===== config.mk =====
export PLATFORM = sky130hd
export DESIGN_NAME = sfe_ctrl
export DESIGN_NICKNAME = d
export VERILOG_FILES = /design/src/design/sfe_pkg.sv /design/src/design/sfe_ctrl.sv
export SDC_FILE = /design/constraint.sdc
export NUM_CORES = 1
export LEC_CHECK = 0
export BUFFER_PORTS_ARGS = -buffer_cell sky130_fd_sc_hd__buf_2
export CAP_MARGIN = 5
export CORE_MARGIN = 10
export CORE_UTILIZATION = 48
export CTS_CLUSTER_SIZE = 14
export DETAILED_ROUTE_END_ITERATION = 8
export PLACE_DENSITY = 0.93
export SYNTH_ARGS = -nofsm -noshare
export SYNTH_HDL_FRONTEND = slang
export SYNTH_SLANG_ARGS = --single-unit

===== constraint.sdc =====
create_clock -name clk -period 2.9 [get_ports clk]
set_input_delay 0.435 -clock clk [delete_from_list [all_inputs] [get_ports clk]]
set_output_delay 0.435 -clock clk [all_outputs]
set_load 0.05 [all_outputs]

===== src/design/sfe_pkg.sv =====
`timescale 1ns / 1ps
`default_nettype none

package sfe_pkg;

	localparam int SAMPLE_W         = 12;
	localparam int SCALED_W         = 16;
	localparam int DUTY_W           = 14;
	localparam int MODE_W           = 3;
	localparam int LEVEL_W          = 2;
	localparam int CHANNELS         = 4;
	localparam int CH_W             = 2;
	localparam int WINDOW_DEPTH_DEF = 4;
	localparam int APB_ADDR_W       = 4;
	localparam int APB_DATA_W       = 32;
	localparam int SCALE_MUL_W      = 16;
	localparam int SCALE_SHIFT      = 12;

	localparam logic [SAMPLE_W-1:0]    WINDOW_RESET = 12'd2048;
	localparam logic [SCALE_MUL_W-1:0] SCALE_MUL    = 16'd33000;

	localparam logic [DUTY_W-1:0] PWM_OFF    = 14'd0;
	localparam logic [DUTY_W-1:0] PWM_BRIGHT = 14'd500;
	localparam logic [DUTY_W-1:0] PWM_DUSK   = 14'd5000;
	localparam logic [DUTY_W-1:0] PWM_DARK   = 14'd9500;

	localparam logic [MODE_W-1:0] MODE_FIRST   = 3'd1;
	localparam logic [MODE_W-1:0] MODE_CH_B    = 3'd2;
	localparam logic [MODE_W-1:0] MODE_CH_C    = 3'd3;
	localparam logic [MODE_W-1:0] MODE_CH_D    = 3'd4;
	localparam logic [MODE_W-1:0] MODE_LIGHT_C = 3'd5;
	localparam logic [MODE_W-1:0] MODE_LIGHT_D = 3'd6;
	localparam logic [MODE_W-1:0] MODE_LAST    = 3'd6;

	localparam logic [SAMPLE_W-1:0] BUTTON_THR_RST = 12'd500;
	localparam logic [SCALED_W-1:0] LEVEL_LOW_RST  = 16'd11000;
	localparam logic [SCALED_W-1:0] LEVEL_HIGH_RST = 16'd22000;

	localparam logic [CH_W-1:0] CH_A = 2'd0;
	localparam logic [CH_W-1:0] CH_B = 2'd1;
	localparam logic [CH_W-1:0] CH_C = 2'd2;
	localparam logic [CH_W-1:0] CH_D = 2'd3;

	typedef enum logic [1:0] {
		REG_BUTTON_THR = 2'd0,
		REG_LEVEL_LOW  = 2'd1,
		REG_LEVEL_HIGH = 2'd2
	} reg_idx_t;

	typedef enum logic [LEVEL_W-1:0] {
		LVL_BRIGHT = 2'd0,
		LVL_DUSK   = 2'd1,
		LVL_DARK   = 2'd2,
		LVL_NONE   = 2'd3
	} light_t;

	typedef struct packed {
		logic [MODE_W-1:0] old_mode;
		logic [MODE_W-1:0] new_mode;
		logic              advanced;
	} ctrl_t;

	function automatic logic [CH_W-1:0] chan_of_mode(input logic [MODE_W-1:0] m);
		logic [CH_W-1:0] ch;
		unique case (m)
			MODE_CH_B:    ch = CH_B;
			MODE_CH_C:    ch = CH_C;
			MODE_CH_D:    ch = CH_D;
			MODE_LIGHT_C: ch = CH_C;
			MODE_LIGHT_D: ch = CH_D;
			default:      ch = CH_A;
		endcase
		return ch;
	endfunction

	function automatic logic is_light_mode(input logic [MODE_W-1:0] m);
		return (m == MODE_LIGHT_C) || (m == MODE_LIGHT_D);
	endfunction

endpackage

`default_nettype wire


===== src/design/sfe_ctrl.sv =====
`timescale 1ns / 1ps
`default_nettype none

module sfe_ctrl
	import sfe_pkg::*;
#(
	parameter int WINDOW_DEPTH = WINDOW_DEPTH_DEF,
	localparam int WI_W = $clog2(WINDOW_DEPTH)
) (
	input  wire logic                clk,
	input  wire logic                arst_n,
	input  wire logic                accept,
	input  wire logic [SAMPLE_W-1:0] button,
	input  wire logic [SAMPLE_W-1:0] threshold,
	output      logic [WI_W-1:0]     wr_idx,
	output      ctrl_t               info
);

	logic [WI_W-1:0]   wi_q;
	logic [MODE_W-1:0] mode_q;
	logic              armed_q;
	logic              pend_q;
	logic              armed_d;
	logic              pend_d;
	logic [MODE_W-1:0] mode_d;

	always_comb begin
		armed_d = armed_q | (button > threshold);
		pend_d  = (pend_q | (button < threshold)) & armed_d;
		mode_d  = mode_q;
		if (pend_d) begin
			if (mode_q >= MODE_FIRST && mode_q < MODE_LAST) begin
				mode_d = mode_q + MODE_W'(1);
			end else begin
				mode_d = MODE_FIRST;
			end
		end
		info.old_mode = mode_q;
		info.new_mode = mode_d;
		info.advanced = pend_d;
	end

	always_ff @(posedge clk or negedge arst_n) begin
		if (!arst_n) begin
			wi_q    <= '0;
			mode_q  <= MODE_FIRST;
			armed_q <= 1'b1;
			pend_q  <= 1'b0;
		end else if (accept) begin
			wi_q    <= (wi_q == WI_W'(WINDOW_DEPTH - 1)) ? '0 : wi_q + WI_W'(1);
			mode_q  <= mode_d;
			armed_q <= armed_d & ~pend_d;
			pend_q  <= 1'b0;
		end
	end

	assign wr_idx = wi_q;

endmodule

`default_nettype wire


Word level (Yosys, flattened, before mapping) --
Cells that the tools add are included.
Storage, ports and cells: output and inout port bits 9, input bits 27, flip-flop bits (word level) 6, logic and storage cells 18
Operators by class: magnitude comparators 4, bitwise operators 4, reductions and logical operators 1, eq/ne operators 1, mux-type cells 3, add/subtract/negate cells 2
Operator list (number):
- $gt 12x12->1 | 1
- $lt 12x12->1 | 1
- $mux 3 | 2
- $add 3x1->3 const B | 1
- $ge 3x1->1 const B | 1
- $lt 3x3->1 const B | 1
- $add 2x1->2 const B | 1
- $and 1x1->1 | 2
- $eq 2x2->1 const B | 1
- $mux 2 | 1
- $logic_and 1x1->1 | 1
- $not 1->1 | 1
- $or 1x1->1 | 1

Depth between registers and ports, before layout --
word-level depth 5, gate-level depth with buffers 8

Worst setup path after synthesis --
No wires, ideal clock.
path kind in2out, from in threshold[3], to out info[2] (netlist bit), slack 0.091 ns, arrival 2.374 ns, data required time 2.465 ns, stages on the path 7, cell sequence inv_1 -> ha_1 -> a21oi_2 -> o21ai_4 -> a2111oi_4 -> a21oi_1 -> a21oi_1
RTL lines:
- start: declaration | line sfe_ctrl.sv:14 | input wire logic [SAMPLE_W-1:0] threshold,
- end: declaration | line sfe_ctrl.sv:16 | output ctrl_t info

==> metrics <==
full die area=3500 um^2; clk_skew=0.00224 ns; EDFF count, synth=0; worst r2r src=mode_q[1]; Reg2Reg Depth=5; I/O Buffers=35; register area share after synthesis=20.7%; CTS root buf=clkbuf_4; TritonCTS buffer count=3; post-CTS setup buffer count=0; Final min period=2.65 ns; Peak supply drop=0.000585 V; Detail Route Antenna Nets=0; post-route DRC violation count=0; top post-synthesis cells by area=ha_1 (25%), dfrtp_1 (14%), inv_1 (8.1%); post-route setup TNS=0 ns; Max-Cap Viols=0; vias in the first global route=764; Max-slew headroom=70.1%; Rows=14; outcome=finished clean; clk sink count=6; dominant cell type by area after synthesis=ha_1; worst r2r dst=mode_q[0]; Final Cycle Share=91.5%; Final Max Tran Viols=0; first-pass GRT wire length=3250 um; endpoint class of the critical path=output pin; Critical Path AT=2.22 ns; final setup vio count=0; I/O pin count=36; top-area cell type share of the netlist area=25.5%; final net count=162; number of diodes=0; PD cells=824 nW/um^2; Worst-path clk slew=0.04 ns; register bit total from synthesis=6; share of cells above drive strength 1=42.4%; Avg Cell Area, Syn=9.10 um^2; Hold WC Path Type=input port to asynchronous set/reset pin; via/cell ratio=5.18; CTS tree=done; aggregate global routing overflow=0; final wirelength=1840 um; Worst EP required=2.47 ns; Post-Route Utilization=64.4%; Multi-input gate area=517 um^2; fill count=135; DR iter-0 viols=9; largest net degree at the start of global routing=10; Primary FF master, synth=dfrtp_1; Die W=59.2 um; Seq. cell area=153 um^2; GRT Total Usage=11.1%; clk_lat worst skew=0.24 ns; Gate Count Post-Synth=81; synth warn=0; FFs w/ async S/R, synth=100%; Max H-tree Level=1; CP Max Fanout=6; vias=694; Die Y=59.2 um; Post-CTS Hold Buffers=0; CTS Buffer Depth=2; CP Capture Point=info[1]; Max Fclk=377 MHz; Final Hold Fails=0; r2r setup slk=1.36 ns; Distinct cells, synth=32; antenna violations before repair=0; actual slew at the worst max-slew pin=0.448 ns; # resized after CTS=0; starting density of the core=50.1%; kind of critical path=input port to output pin; P&R area growth vs syn=28.5%; DP Wirelength=1690 um; Critical Path Start=button[5]; cell area after synthesis=737 um^2; RSZ-0062 raised after global routing=no; syn nets=123; Leakage=0.537 nW; Core Area=1470 um^2; crit start category=input port; wire length per cell=13.8 um; GPL Wtd Cong=0.877; Pre-Repair DR Iteration Count=2
==> flip-flops by register name, indices dropped and copies added, names as in the netlist <==
register  flops
armed_q       1
wr_idx        2
mode_q        3
==> worst min path at each step <==
stage            from        end  slack [ns]  depth (start not counted)
2_1_floorplan  arst_n  mode_q[1]        0.14                          0
3_3_place_gp   arst_n  mode_q[2]        0.26                          1
3_5_place_dp   arst_n  mode_q[2]        0.26                          1
4_1_cts        arst_n  wr_idx[1]       0.003                          1
5_1_grt        arst_n  wr_idx[1]       0.003                          1
6_report       arst_n  wr_idx[1]       0.009                          1
==> cells by family after synthesis <==
| group | after synthesis | share of synthesized area (%) |
|---|---|---|
| fa+ha+maj | 15 | 25.5 |
| mux | 4 | 6.45 |
| compound gates | 22 | 25.3 |
| simple gates | 17 | 12.9 |
| flops | 6 | 20.7 |
| buf+inv | 17 | 9.17 |
==> power by group <==
group | switching [mW] | internal (mW) | total (mW)
Sequential | 0.0445 | 0.125 | 0.169
Combinational | 0.368 | 0.171 | 0.539
Clock | 0.0257 | 0.0465 | 0.0722
Total | 0.439 | 0.342 | 0.781
==> cell usage after synthesis, types with 2 or more instances <==
master / n
nor2_1: 2
dfrtp_1: 4
ha_1: 15
a21oi_1: 5
nand4_1: 2
o21ai_1: 2
nand2b_1: 2
mux2_1: 2
a21o_1: 2
nand2_1: 5
dfstp_2: 2
a21oi_2: 3
inv_1: 16
==> stage by stage <==
step	cell area (um^2)	power (mW)	cells	setup WS, ns	hold WS [ns]
floorplan	737	0.586	81	0.0906	0.139
CTS	947	0.793	134	0.247	0.00348
global route	947	0.846	134	0.124	0.00309
global placement	925	0.697	131	0.299	0.257
detailed placement	925	0.714	131	0.252	0.261
finish	947	0.781	134	0.247	0.00887
==> critical path, cell delays in order <==
cell       delay (ns)
buf_2            0.11
ha_1             0.31
a21o_1           0.19
nand3_2          0.07
a21oi_2          0.10
a2111oi_4        0.45
mux2_4           0.34
buf_2            0.21
==> placed cells by master, fill, tap and decap left out, drive strengths merged, types with 3 or more instances in the layout <==
cell type	synthesis	layout
clkbuf	0	3
buf	1	35
a21oi	8	8
dfrtp	4	4
inv	16	16
nand2	5	5
o21ai	3	3
mux2	3	3
nor2	3	3
ha	15	15
==> routing by layer <==
| metal | global-route usage (%) | routed length [um] | vias to the layer above | share of wire [%] |
|---|---|---|---|---|
| li1 | - | - | 360 | - |
| met1 | 10.4 | 722 | 312 | 39 |
| met2 | 21.4 | 975 | 22 | 53 |
| met3 | 4.29 | 146 | 0 | 7.9 |
| met4 | 2.95 | 0 | 0 | 0 |
| met5 | 0 | 0 | - | 0 |
==> cell type report <==
| class | instances | area share [%] |
|---|---|---|
| multi-input cells | 58 | 54.6 |
| repair buffers | 35 | 18.5 |
| flip-flops and latches | 6 | 16.1 |
| inverters | 16 | 6.34 |
| clock buffers | 3 | 2.38 |
| well taps | 16 | 2.11 |
Note: power is estimated with default switching activity, not from simulation.
