==> src/design/sfe_pkg.sv <==
`timescale 1ns / 1ps
`default_nettype none

package sfe_pkg;

	localparam int SAMPLE_W         = 12;
	localparam int SCALED_W         = 16;
	localparam int DUTY_W           = 14;
	localparam int MODE_W           = 3;
	localparam int LEVEL_W          = 2;
	localparam int CHANNELS         = 4;
	localparam int CH_W             = 2;
	localparam int WINDOW_DEPTH_DEF = 4;
	localparam int APB_ADDR_W       = 4;
	localparam int APB_DATA_W       = 32;
	localparam int SCALE_MUL_W      = 16;
	localparam int SCALE_SHIFT      = 12;

	localparam logic [SAMPLE_W-1:0]    WINDOW_RESET = 12'd2048;
	localparam logic [SCALE_MUL_W-1:0] SCALE_MUL    = 16'd33000;

	localparam logic [DUTY_W-1:0] PWM_OFF    = 14'd0;
	localparam logic [DUTY_W-1:0] PWM_BRIGHT = 14'd500;
	localparam logic [DUTY_W-1:0] PWM_DUSK   = 14'd5000;
	localparam logic [DUTY_W-1:0] PWM_DARK   = 14'd9500;

	localparam logic [MODE_W-1:0] MODE_FIRST   = 3'd1;
	localparam logic [MODE_W-1:0] MODE_CH_B    = 3'd2;
	localparam logic [MODE_W-1:0] MODE_CH_C    = 3'd3;
	localparam logic [MODE_W-1:0] MODE_CH_D    = 3'd4;
	localparam logic [MODE_W-1:0] MODE_LIGHT_C = 3'd5;
	localparam logic [MODE_W-1:0] MODE_LIGHT_D = 3'd6;
	localparam logic [MODE_W-1:0] MODE_LAST    = 3'd6;

	localparam logic [SAMPLE_W-1:0] BUTTON_THR_RST = 12'd500;
	localparam logic [SCALED_W-1:0] LEVEL_LOW_RST  = 16'd11000;
	localparam logic [SCALED_W-1:0] LEVEL_HIGH_RST = 16'd22000;

	localparam logic [CH_W-1:0] CH_A = 2'd0;
	localparam logic [CH_W-1:0] CH_B = 2'd1;
	localparam logic [CH_W-1:0] CH_C = 2'd2;
	localparam logic [CH_W-1:0] CH_D = 2'd3;

	typedef enum logic [1:0] {
		REG_BUTTON_THR = 2'd0,
		REG_LEVEL_LOW  = 2'd1,
		REG_LEVEL_HIGH = 2'd2
	} reg_idx_t;

	typedef enum logic [LEVEL_W-1:0] {
		LVL_BRIGHT = 2'd0,
		LVL_DUSK   = 2'd1,
		LVL_DARK   = 2'd2,
		LVL_NONE   = 2'd3
	} light_t;

	typedef struct packed {
		logic [MODE_W-1:0] old_mode;
		logic [MODE_W-1:0] new_mode;
		logic              advanced;
	} ctrl_t;

	function automatic logic [CH_W-1:0] chan_of_mode(input logic [MODE_W-1:0] m);
		logic [CH_W-1:0] ch;
		unique case (m)
			MODE_CH_B:    ch = CH_B;
			MODE_CH_C:    ch = CH_C;
			MODE_CH_D:    ch = CH_D;
			MODE_LIGHT_C: ch = CH_C;
			MODE_LIGHT_D: ch = CH_D;
			default:      ch = CH_A;
		endcase
		return ch;
	endfunction

	function automatic logic is_light_mode(input logic [MODE_W-1:0] m);
		return (m == MODE_LIGHT_C) || (m == MODE_LIGHT_D);
	endfunction

endpackage

`default_nettype wire

==> src/design/sfe_lane.sv <==
`timescale 1ns / 1ps
`default_nettype none

module sfe_lane
	import sfe_pkg::*;
#(
	parameter int WINDOW_DEPTH = WINDOW_DEPTH_DEF,
	localparam int WI_W  = $clog2(WINDOW_DEPTH),
	localparam int SUM_W = SAMPLE_W + $clog2(WINDOW_DEPTH)
) (
	input  wire logic                clk,
	input  wire logic                arst_n,
	input  wire logic                push,
	input  wire logic [WI_W-1:0]     wr_idx,
	input  wire logic [SAMPLE_W-1:0] sample,
	output      logic [SUM_W-1:0]    sum
);

	localparam logic [SUM_W-1:0] SUM_RST = SUM_W'(WINDOW_DEPTH * int'(WINDOW_RESET));

	logic [SAMPLE_W-1:0] win_q [WINDOW_DEPTH];
	logic [SUM_W-1:0]    sum_q;

	// running sum: add the new sample, drop the one it overwrites
	always_ff @(posedge clk or negedge arst_n) begin
		if (!arst_n) begin
			for (int i = 0; i < WINDOW_DEPTH; i++) begin
				win_q[i] <= WINDOW_RESET;
			end
			sum_q <= SUM_RST;
		end else if (push) begin
			win_q[wr_idx] <= sample;
			sum_q <= sum_q + SUM_W'(sample) - SUM_W'(win_q[wr_idx]);
		end
	end

	assign sum = sum_q;

endmodule

`default_nettype wire

==> config.mk <==
export PLATFORM = sky130hd
export DESIGN_NAME = sfe_lane
export DESIGN_NICKNAME = d
export VERILOG_FILES = /design/src/design/sfe_pkg.sv /design/src/design/sfe_lane.sv
export SDC_FILE = /design/constraint.sdc
export NUM_CORES = 1
export LEC_CHECK = 0
export ABC_AREA = 1
export BUFFER_PORTS_ARGS = -buffer_cell sky130_fd_sc_hd__clkbuf_2
export CORE_UTILIZATION = 56
export CTS_CLUSTER_SIZE = 12
export DETAILED_ROUTE_END_ITERATION = 10
export GPL_ROUTABILITY_DRIVEN = 0
export PLACE_DENSITY = 0.73
export SYNTH_ARGS = -nofsm -noshare
export SYNTH_HDL_FRONTEND = slang
export SYNTH_SLANG_ARGS = --single-unit
==> constraint.sdc <==
create_clock -name clk -period 5.4 [get_ports clk]
set_input_delay 0.81 -clock clk [delete_from_list [all_inputs] [get_ports clk]]
set_output_delay 0.81 -clock clk [all_outputs]
set_load 0.05 [all_outputs]
# Yosys cells after proc, flatten, opt, wreduce, memory -nomap -nowiden
# Cells that the tools add are included.
dict set report word_totals {
  ff_bits 62
  input_bits 17
  out_inout_bits 14
  word_cells 17
}
dict set report op_classes {
  addsub 2
  n_lt_le_gt_ge 2
  n_mux 6
  bitwise_logic 1
  reduce_logical 1
}
# op count
set ops {}
lappend ops {{$bwmux W48} 1}
lappend ops {{$mux W12} 3}
lappend ops {{$bmux W12 S2} 1}
lappend ops {{$demux W12 S2} 1}
lappend ops {{$add A14 B12 Y14} 1}
lappend ops {{$sub A14 B12 Y14} 1}
lappend ops {{$ge A3 B3 Y1 const B} 1}
lappend ops {{$lt A3 B1 Y1 const B} 1}
lappend ops {{$not A2 Y3} 1}
lappend ops {{$logic_and A1 B1 Y1} 1}

# Longest topological paths before layout
dict set report depth {
  word_depth 6
  mapped_depth 18
  ltp_nobuf 17
}

# Worst setup path before layout
# OpenSTA, ideal clock, no wires.
dict set report synth_timing {
  path_kind {in2reg}
  from {in wr_idx[0]}
  to {reg sum_q[9], in the netlist sum[9]}
  setup_ps 118
  arrival_time_ps 2783
  required_time_ps 5282
  setup_slack_ps 2499
  cell_stages 15
  path_buffers 1
  cell_sequence {inv_1 > nor2_2 > buf_2 > a22oi_1 > nand2_1 > fa_1 > inv_1 > ha_1 > or2_0 > nand3_1 > nand2_1 > nand2_1 > nand3b_1 > nand3_1 > nand2_1}
}
dict set report synth_via {
  elab_chain_len 5
}
# element line_no
set synth_lines {}
lappend synth_lines {{start: declaration} sfe_lane.sv:14} ;# input wire logic [WI_W-1:0] wr_idx,
lappend synth_lines {{$not A2 Y3 (implied by the code)} sfe_lane.sv:33} ;# sum_q <= sum_q + SUM_W'(sample) - SUM_W'(win_q[wr_idx]);
lappend synth_lines {{$bmux W12 S2} sfe_lane.sv:33}
lappend synth_lines {{$mux W12 (implied by the code) (2 in series)} sfe_lane.sv:33}
lappend synth_lines {{$sub A14 B12 Y14} sfe_lane.sv:33}
lappend synth_lines {{end signal: assignment} sfe_lane.sv:33}
lappend synth_lines {{end: declaration} sfe_lane.sv:22} ;# logic [SUM_W-1:0] sum_q;
# Every way passes these cells. The select of a mux whose other input is x is not followed.
# A chain may end at the register's enable or synchronous reset.

# Worst setup path after layout
# Ends and elaborated chain as after synthesis.

==> parameters.txt <==
Parameter                              Value

Status
  Run status ... complete, no violations

Final layout
  Synthesis-to-finish area growth ... 10.7%
  Final Instance Area ... 4050 um2
  Most common cell after layout, fill and taps aside ... sky130_fd_sc_hd__nand2_1
  Post-layout nets ... 537
  Leading cell types in the layout, fill and taps excluded ... 149 x sky130_fd_sc_hd__nand2_1, 81 x sky130_fd_sc_hd__inv_1, 57 x sky130_fd_sc_hd__dfrtp_1
  Number of fill cells in the layout ... 559
  Fraction of final layout cells with drive strength greater than 1 ... 0.112
  Number of diodes ... 0

Timing
  RSZ-0062 raised after global routing ... no
  Max Fclk ... 0.328 GHz
  Final sum of negative setup slack ... 0 ps
  Setup slack of the critical path after layout ... 2350 ps
  Worst clock skew ... 7.46 ps
  Final hold violation count ... 0
  Tightest Pin Transition ... 856 ps
  Max transition margin ... 0.428
  Final setup violation count ... 0
  Count of pins over their slew limit ... 0
  Fraction of the cycle the final worst path needs ... 0.565
  Min Tclk post-route ... 3050 ps

Clocking
  Deepest clock path buffer count ... 2
  Hold buffer count at cts ... 0
  Clock Pin Slew Worst Setup and Hold Paths ... 70 ps
  Post-cts resize count ... 0
  # Post-CTS Setup Buffers ... 0
  Deepest level of the CTS H-tree ... 3
  Insertion delay of the later-clocked pin in the worst-skew pair ... 340 ps
  Sink Count ... 62
  Clk root buf ... sky130_fd_sc_hd__clkbuf_8
  CTS buffer count ... 9
  Clock tree from TritonCTS ... done

Worst hold path
  Worst hold path cell count ... 2
  Launch point of the worst hold path ... win_q[35]
  Worst hold path endpoint ... win_q[35]
  Worst min-delay path class ... reg -> reg

Die
  Placeable core area ... 6310 um2
  Die Outline Area ... 6850 um2
  Site row count ... 29
  Effective utilization at floorplan ... 0.579
  Width of the chip ... 82.8 um
  Y dimension of the die ... 82.8 um
  Number of top-level design ports ... 31

GRT
  Global routing usage on met2 ... 0.421
  Routing usage on met1 ... 0.362
  Overall routing resource usage ... 0.269
  Antenna violations before repair ... 0
  Wire length of the first global-routing pass ... 13.2 mm
  Largest net degree at the start of global routing ... 63
  Global-route track usage on met3 ... 0.0503
  Remaining Overflow, GRT ... 0
  Via count of the first global-routing pass ... 2,778
  Gr busiest metal ... met2

Route
  DRC errors left ... 0
  Routed length per instance ... 14.2 um
  Final ANT Viol Nets ... 0
  Final wirelength ... 8.14 mm
  Iter 0 DRT Violations ... 198
  Vias ... 3,008
  Pre-Repair DR Iteration Count ... 5
  DR vias/cell ... 5.23

Yosys
  Post-Syn Instances ... 467
  Top cell type's share of synthesized area ... 0.390
  Synth Area per Inst ... 7.83 um2
  Syn nets ... 510
  Flop and latch count out of synthesis ... 62
  Top cells by area in the synthesized netlist ... sky130_fd_sc_hd__dfrtp_1 39%, sky130_fd_sc_hd__nand2_1 15%, sky130_fd_sc_hd__inv_1 8.3%
  Register area share after synthesis ... 0.426
  Post-synth design cell area ... 3650 um2
  Yosys warning count ... 0
  Post-synth cell types ... 25
  Post-synthesis cell type with the largest combined area ... sky130_fd_sc_hd__dfrtp_1

Power
  Worst ir drop on vdd ... 0.561 mV
  Power Density ... 622 nW/um2
  Leakage ... 2.21 nW

Place
  Input/output buffers ... 30
  DPL Wire Length ... 5.65 mm
  Instance area after placement ... 3830 um2
  Post-place setup slack ... 2020 ps

Worst setup path
  Critical Path Sink Type ... flip-flop
  Setup CP Type ... in -> reg
  R2R depth ... 12
  Worst r2r src ... win_q[46]
  Data required, critical path ... 5630 ps
  Setup crit start kind ... input port
  Crit path arrival time ... 3280 ps
  Destination of the worst register-to-register timing path ... sum[11]
  Register-to-Register Setup Slack ... 2920 ps
  Maximum fanout count along the critical path ... 13

Flow run
  Max cap viols ... 0
-- worst max path at each step --
stage	startpoint	end	cells after the start
global route	wr_idx[0]	sum[13]	16
finish	wr_idx[0]	sum[9]	15
floorplan	wr_idx[0]	sum[9]	15
global placement	wr_idx[0]	sum[10]	15
detailed placement	wr_idx[0]	sum[9]	15
CTS	wr_idx[0]	sum[9]	15
-- synthesized netlist by cell type, drive strengths merged --
library cell / instances
nand3: 19
buf: 14
xnor2: 3
fa: 12
inv: 83
clkbuf: 1
a22oi: 20
nand3b: 2
or2: 1
dfrtp: 57
o22ai: 2
dfstp: 5
o21ai: 57
nand2: 150
nand4: 4
nor2: 13
ha: 14
a21oi: 9
xor2: 1
-- critical path, stage by stage --
cell and delay [ps]:
sky130_fd_sc_hd__clkbuf_2 120, sky130_fd_sc_hd__inv_1 70, sky130_fd_sc_hd__nor2_2 460, sky130_fd_sc_hd__a22oi_1 130
sky130_fd_sc_hd__nand2_1 130, sky130_fd_sc_hd__fa_1 410, sky130_fd_sc_hd__inv_1 80, sky130_fd_sc_hd__ha_1 300
sky130_fd_sc_hd__or2_0 250, sky130_fd_sc_hd__nand3_1 80, sky130_fd_sc_hd__nand2_1 110, sky130_fd_sc_hd__nand2_1 100
sky130_fd_sc_hd__nand3b_1 80, sky130_fd_sc_hd__nand3_1 90, sky130_fd_sc_hd__nand2_1 60
-- per-layer routing --
metal / wire length [um] / part of all wire
met3: 451 / 0.055
met5: 0 / 0
met2: 3780 / 0.46
met1: 3770 / 0.46
met4: 147 / 0.018
-- where the power goes --
| part | total [W] | leakage, nW | switching [W] | internal [W] |
|---|---|---|---|---|
| Sequential | 0.000661 | 0.758 | 0.0000756 | 0.000585 |
| Combinational | 0.00140 | 1.35 | 0.000930 | 0.000473 |
| Clock | 0.000454 | 0.105 | 0.000185 | 0.000269 |
| Total | 0.00252 | 2.21 | 0.00119 | 0.00133 |
-- state kept, by name, indices dropped and copies added, names as in the netlist --
signal  cells
win_q      48
sum        14
-- cells by family after synthesis --
group | synth area share
buffers and inverters | 0.106
flip-flops | 0.426
XOR/XNOR | 0.00959
AO/OA/AOI/OAI | 0.135
adder cells (fa/ha/maj) | 0.114
AND/OR/NAND/NOR | 0.210
-- cell type report --
type                            instances  area (um2)  share of cell area
Timing Repair Buffer                   31         158              0.0390
Inverter                               83         312              0.0770
Sequential cell                        62        1560               0.385
Clock buffer                           11         141              0.0349
Clock inverter                          4        72.6              0.0179
Tap cell                               77        96.3              0.0238
Multi-Input combinational cell        307        1710               0.422
-- per-stage QoR --
step | std cells | total power (W) | util | hold slack (ps)
floorplan | 467 | 0.00177 | - | 454
detailed placement | 560 | 0.00206 | 0.607 | 473
global route | 575 | 0.00278 | 0.641 | 505
CTS | 575 | 0.00252 | 0.641 | 484
global placement | 560 | 0.00203 | 0.607 | 464
finish | 575 | 0.00252 | 0.641 | 481
(Power assumes the default switching activity.)
